[config.mk]
export PLATFORM = sky130hd
export DESIGN_NAME = cgc_merge
export DESIGN_NICKNAME = d
export VERILOG_FILES = /design/src/design/cgc_pkg.sv /design/src/design/cgc_merge.sv
export VERILOG_INCLUDE_DIRS = /design/src /design/src/design
export SDC_FILE = /design/constraint.sdc
export NUM_CORES = 1
export LEC_CHECK = 0
export BUFFER_PORTS_ARGS = -buffer_cell sky130_fd_sc_hd__buf_4
export CAP_MARGIN = 20
export CELL_PAD_IN_SITES_DETAIL_PLACEMENT = 0
export CELL_PAD_IN_SITES_GLOBAL_PLACEMENT = 2
export CORE_ASPECT_RATIO = 1.75
export CORE_UTILIZATION = 26
export CTS_CLUSTER_DIAMETER = 80
export DETAILED_ROUTE_END_ITERATION = 10
export HOLD_SLACK_MARGIN = 0.1
export PLACE_DENSITY = 0.83
export RECOVER_POWER = 100
export SETUP_SLACK_MARGIN = 0.05
export SYNTH_ARGS = -nofsm -noshare
export SYNTH_HDL_FRONTEND = slang
export SYNTH_SLANG_ARGS = --single-unit
[constraint.sdc]
create_clock -name clk_i -period 4.9 [get_ports clk_i]
set_clock_uncertainty 0.05 [all_clocks]
set_input_delay 0.735 -clock clk_i [delete_from_list [all_inputs] [get_ports clk_i]]
set_output_delay 0.735 -clock clk_i [all_outputs]
set_load 0.05 [all_outputs]
[src/design/constraint_group_colorer_core_assert.svh]
// Assertion macros for the constraint group colorer.
`ifndef CONSTRAINT_GROUP_COLORER_CORE_ASSERT_SVH
`define CONSTRAINT_GROUP_COLORER_CORE_ASSERT_SVH

`ifndef SYNTHESIS

// Same-cycle implication.
`define CGC_ASSERT_IMPL(lbl, clk, rstn, ante, cons) \
  lbl: assert property (@(posedge clk) disable iff (!rstn) (ante) |-> (cons)) \
    else $error("cgc: assertion failed");

// Next-cycle implication.
`define CGC_ASSERT_NEXT(lbl, clk, rstn, ante, cons) \
  lbl: assert property (@(posedge clk) disable iff (!rstn) (ante) |=> (cons)) \
    else $error("cgc: assertion failed");

`else

`define CGC_ASSERT_IMPL(lbl, clk, rstn, ante, cons)
`define CGC_ASSERT_NEXT(lbl, clk, rstn, ante, cons)

`endif

`endif

[src/design/cgc_pkg.sv]
package cgc_pkg;

  localparam int BODY_W          = 10;
  localparam int BCNT_W          = 3;
  localparam int GIDX_W          = 4;
  localparam int GUSE_W          = 5;
  localparam int NUM_BODY_FIELDS = 4;
  localparam int GIDX_MAX_W      = 6;
  localparam int GCNT_MAX_W      = 7;
  localparam int EPOCH_W         = 8;

  typedef logic [EPOCH_W-1:0] epoch_t;

  typedef struct packed {
    logic   rd_en;
    logic   wr_en;
    epoch_t wr_tag;
    epoch_t cur_tag;
  } lane_ctrl_t;

  typedef struct packed {
    logic                  found;
    logic                  opened;
    logic                  ovf;
    logic [GIDX_MAX_W-1:0] chosen;
    logic [GCNT_MAX_W-1:0] count;
  } merge_res_t;

endpackage

[src/design/cgc_merge.sv]
`include "constraint_group_colorer_core_assert.svh"

module cgc_merge #(
  parameter int MAX_GROUPS = 16,
  parameter int LANES      = 4
) (
  input  logic                  clk_i,
  input  logic                  rst_ni,
  input  logic                  clear_i,
  input  logic                  go_i,
  input  logic [MAX_GROUPS-1:0] masks_i [LANES],
  input  logic [LANES-1:0]      use_i,
  output cgc_pkg::merge_res_t   res_o
);
  import cgc_pkg::*;

  localparam int CW = $clog2(MAX_GROUPS + 1);

  logic [CW-1:0]         count_q, count_d;
  logic [MAX_GROUPS-1:0] used, free;
  logic [GIDX_MAX_W-1:0] pick;
  merge_res_t            res_q, res_d;

  always_comb begin
    used = '0;
    for (int k = 0; k < LANES; k++) begin
      if (use_i[k]) used = used | masks_i[k];
    end
    for (int g = 0; g < MAX_GROUPS; g++) begin
      free[g] = !used[g] && (g < int'(count_q));
    end
    pick = '0;
    for (int g = MAX_GROUPS - 1; g >= 0; g--) begin
      if (free[g]) pick = GIDX_MAX_W'(g);
    end
  end

  always_comb begin
    count_d = count_q;
    res_d   = '0;
    if (|free) begin
      res_d.found  = 1'b1;
      res_d.chosen = pick;
    end else if (count_q < CW'(MAX_GROUPS)) begin
      res_d.found  = 1'b1;
      res_d.opened = 1'b1;
      res_d.chosen = GIDX_MAX_W'(count_q);
      count_d      = count_q + CW'(1);
    end else begin
      res_d.ovf = 1'b1;
    end
    res_d.count = GCNT_MAX_W'(count_d);
  end

  always_ff @(posedge clk_i or negedge rst_ni) begin
    if (!rst_ni) begin
      count_q <= '0;
    end else if (clear_i) begin
      count_q <= '0;
    end else if (go_i) begin
      count_q <= count_d;
    end
  end

  always_ff @(posedge clk_i) begin
    if (go_i) begin
      res_q <= res_d;
    end
  end

  assign res_o = res_q;

  `CGC_ASSERT_NEXT(a_found_xor_ovf, clk_i, rst_ni, go_i, res_q.found != res_q.ovf)
  `CGC_ASSERT_NEXT(a_chosen_open, clk_i, rst_ni, go_i, res_q.ovf || (GCNT_MAX_W'(res_q.chosen) < res_q.count))

endmodule

==> impl_metrics.tcl <==
set metrics [dict create \
    die-area_mm2 0.00645 \
    synth_edf_count 13 \
    grt_overflow 0 \
    vias 1730 \
    start_util_pct 27.1 \
    core_mm2 0.00588 \
    slowest_delay_ps 560 \
    worstMarginPinSlew_ps 821 \
    max-cap-violations 0 \
    antenna_found_initial 0 \
    drt_iter0_markers 30 \
    post-dp-hpwl_um 4240 \
    status "completed" \
    wl_per_cell_um 15.6 \
    finalHoldViolCount 0 \
    first_pass_iters 4 \
    top_layer "met4" \
    postRouteAntennaNets 0 \
    num_io_pins 88 \
    slowest_stage "dfrtp_1" \
    hold_slack_ps 274 \
    period_minus_slack_ps 3130 \
    critPathArrivalTime_ps 3080 \
    cts_resized 0 \
    synth_area_per_cell_um2 8.84 \
    netlist_instances 180 \
    rows 37 \
    dr_wl_met3_um 247 \
    viasPerCell 5.24 \
    crit_type "reg2reg" \
    cts.sinks 18 \
    worstSetupStartpointType "register" \
    fmax_ghz 0.319 \
    yosysWarnings 0 \
    synth_top_cells_by_count "a22oi_1, edfxtp_1, nand2_1" \
    slew_headroom_pct 45.3 \
    min_period_over_period_pct 63.9 \
    async_flop_share_pct 27.8 \
    synth_seq_cells 18 \
    die_h_um 106 \
    grt_max_degree 18 \
    grt_pass1_wl_um 7890 \
    setup_viol 0 \
    clk_latency_ps 250 \
    slew_violations 0 \
    worst-path-max-fanout 16 \
    syn_area_mm2 0.00159 \
    leakage_nw 0.968 \
    cts_setup_buffers 0 \
    powerDensity_mw_per_mm2 197 \
    cts_tree "built" \
    fp.dieW_um 61.1 \
    fin_area_mm2 0.00223 \
    cts_hold_buf 0 \
    grt_setup_unrepaired "no" \
    wl_met2_um 2910 \
    placed_area_mm2 0.00223 \
    cp.required_ps 4850 \
    min_path_type "in2async" \
    synthDistinctLibCells 53 \
    wirelength_um 5160 \
    grt_pass1_vias 1693 \
    yosysSeqAreaShare_pct 32.4 \
    finalSetupTns_ps 0 \
    cts_buffer_depth 2 \
    route.detailed.drc 0 \
    io_buffers 84 \
    root_buffer "clkbuf_8" \
    num-fill-cells 643 \
    diodes 0 \
    track_usage_pct 16.1 \
    place.gp.congestion 0.766 \
    drive_gt1_share_pct 33.3 \
    cts_made_buffers 3 \
    synth_top_area_share_pct 24.5 \
    finalNetCount 327 \
    areaGrowthSynthToFinish_pct 40.1 \
    yosysMostFrequentCell "a22oi_1" \
    ir_drop_mv 0.0731 \
    yosysTopAreaCell "edfxtp_1" \
    end_kind "register" \
    wl_met1_um 1880 \
    htree_num_levels 1 \
    synth_flop_cell "edfxtp_1" \
    crit_chain "or3b_1, or3_4, a21o_1, nor4_4, and3_2, mux2_1" \
    path_clk_slew_ps 60 \
    synth_area_leaders "edfxtp_1, a22oi_1, dfrtp_1" \
]
layer usage:
metal	vias to the layer above	GRT usage, %
met1	796	16.8
met3	12	1.23
met4	0	6.33
met5	-	0
li1	850	-
met2	72	30.8
worst max-delay path, delay by kind of cell (launching register included):
| kind | cells | cell delay, ps |
|---|---|---|
| AOI/OAI and AO/OA | 1 | 220 |
| muxes | 1 | 320 |
| DFF | 1 | 560 |
| and+or+nand+nor | 4 | 1720 |
final timing paths:
path | start | to | slack (ps) | cells after the start
setup / recovery | count_q[4]$_DFFE_PN0P_ | res_o[1]$_DFFE_PP_ | 1770 | 6
hold / removal | rst_ni | count_q[3]$_DFFE_PN0P_ | 270 | 1
setup reg to reg | count_q[4]$_DFFE_PN0P_ | res_o[1]$_DFFE_PP_ | 1770 | 6
hold reg to reg | count_q[3]$_DFFE_PN0P_ | count_q[3]$_DFFE_PN0P_ | 770 | 2
max in group asynchronous | rst_ni | count_q[0]$_DFFE_PN0P_ | 4320 | 1
min in group clk_i | clear_i | count_q[2]$_DFFE_PN0P_ | 650 | 2
power by group:
| group | switching [mW] | total [mW] | internal (mW) |
|---|---|---|---|
| combinational | 0.0788 | 0.142 | 0.0636 |
| sequential | 0.00738 | 0.181 | 0.174 |
| clock | 0.0450 | 0.116 | 0.0712 |
| total | 0.131 | 0.440 | 0.309 |
layout by cell type, fill, tap and decap left out, types with 3 or more instances in the layout:
master    instances
buf_4            69
nand2_1          11
nand4_1           8
dfrtp_1           5
clkbuf_1         15
a31o_2            3
clkbuf_8          4
conb_1            4
nor2b_1           3
and3_1            3
o211ai_1          5
edfxtp_1         13
inv_1             6
nor3_1            5
a22o_1            8
a31oi_1           3
o21ai_0           5
a21oi_1           8
nor2_1            9
a22oi_1          22
nand3_1           4
cell families (layout without fill, tap and decap cells):
logic type / Yosys count / count (layout) / share of synthesized area, %
adder cells (fa/ha/maj): 2 / 2 / 1.57
other: 1 / 4 / 0.236
XOR/XNOR: 2 / 2 / 1.10
AND/OR/NAND/NOR: 55 / 55 / 20.7
AO/OA/AOI/OAI: 75 / 75 / 35.1
multiplexers: 2 / 2 / 1.41
flip-flops: 18 / 18 / 32.4
buffers and inverters: 25 / 94 / 7.55
cell type report:
type	instances	area (µm²)	share of cell area [%]
clock buffer	4	55.1	2.47
inverter	6	22.5	1.01
multi-input combinational	140	965	43.3
sequential	18	515	23.1
tap	78	97.6	4.38
timing repair buffer	84	574	25.8
sequential cells by signal, summed over array words and instances (netlist names):
register,flops
res_o,13
count_q,5
stage by stage:
step | util, % | power (mW) | setup WS, ps | instances
3_5_place_dp | 38.0 | 0.334 | 1800 | 326
6_report | 37.9 | 0.440 | 1770 | 330
3_3_place_gp | 38.0 | 0.333 | 1860 | 326
5_1_grt | 37.9 | 0.460 | 1490 | 330
2_1_floorplan | - | 0.267 | 2160 | 183
4_1_cts | 38.9 | 0.449 | 1790 | 330
Note: power is estimated with default switching activity, not from simulation.
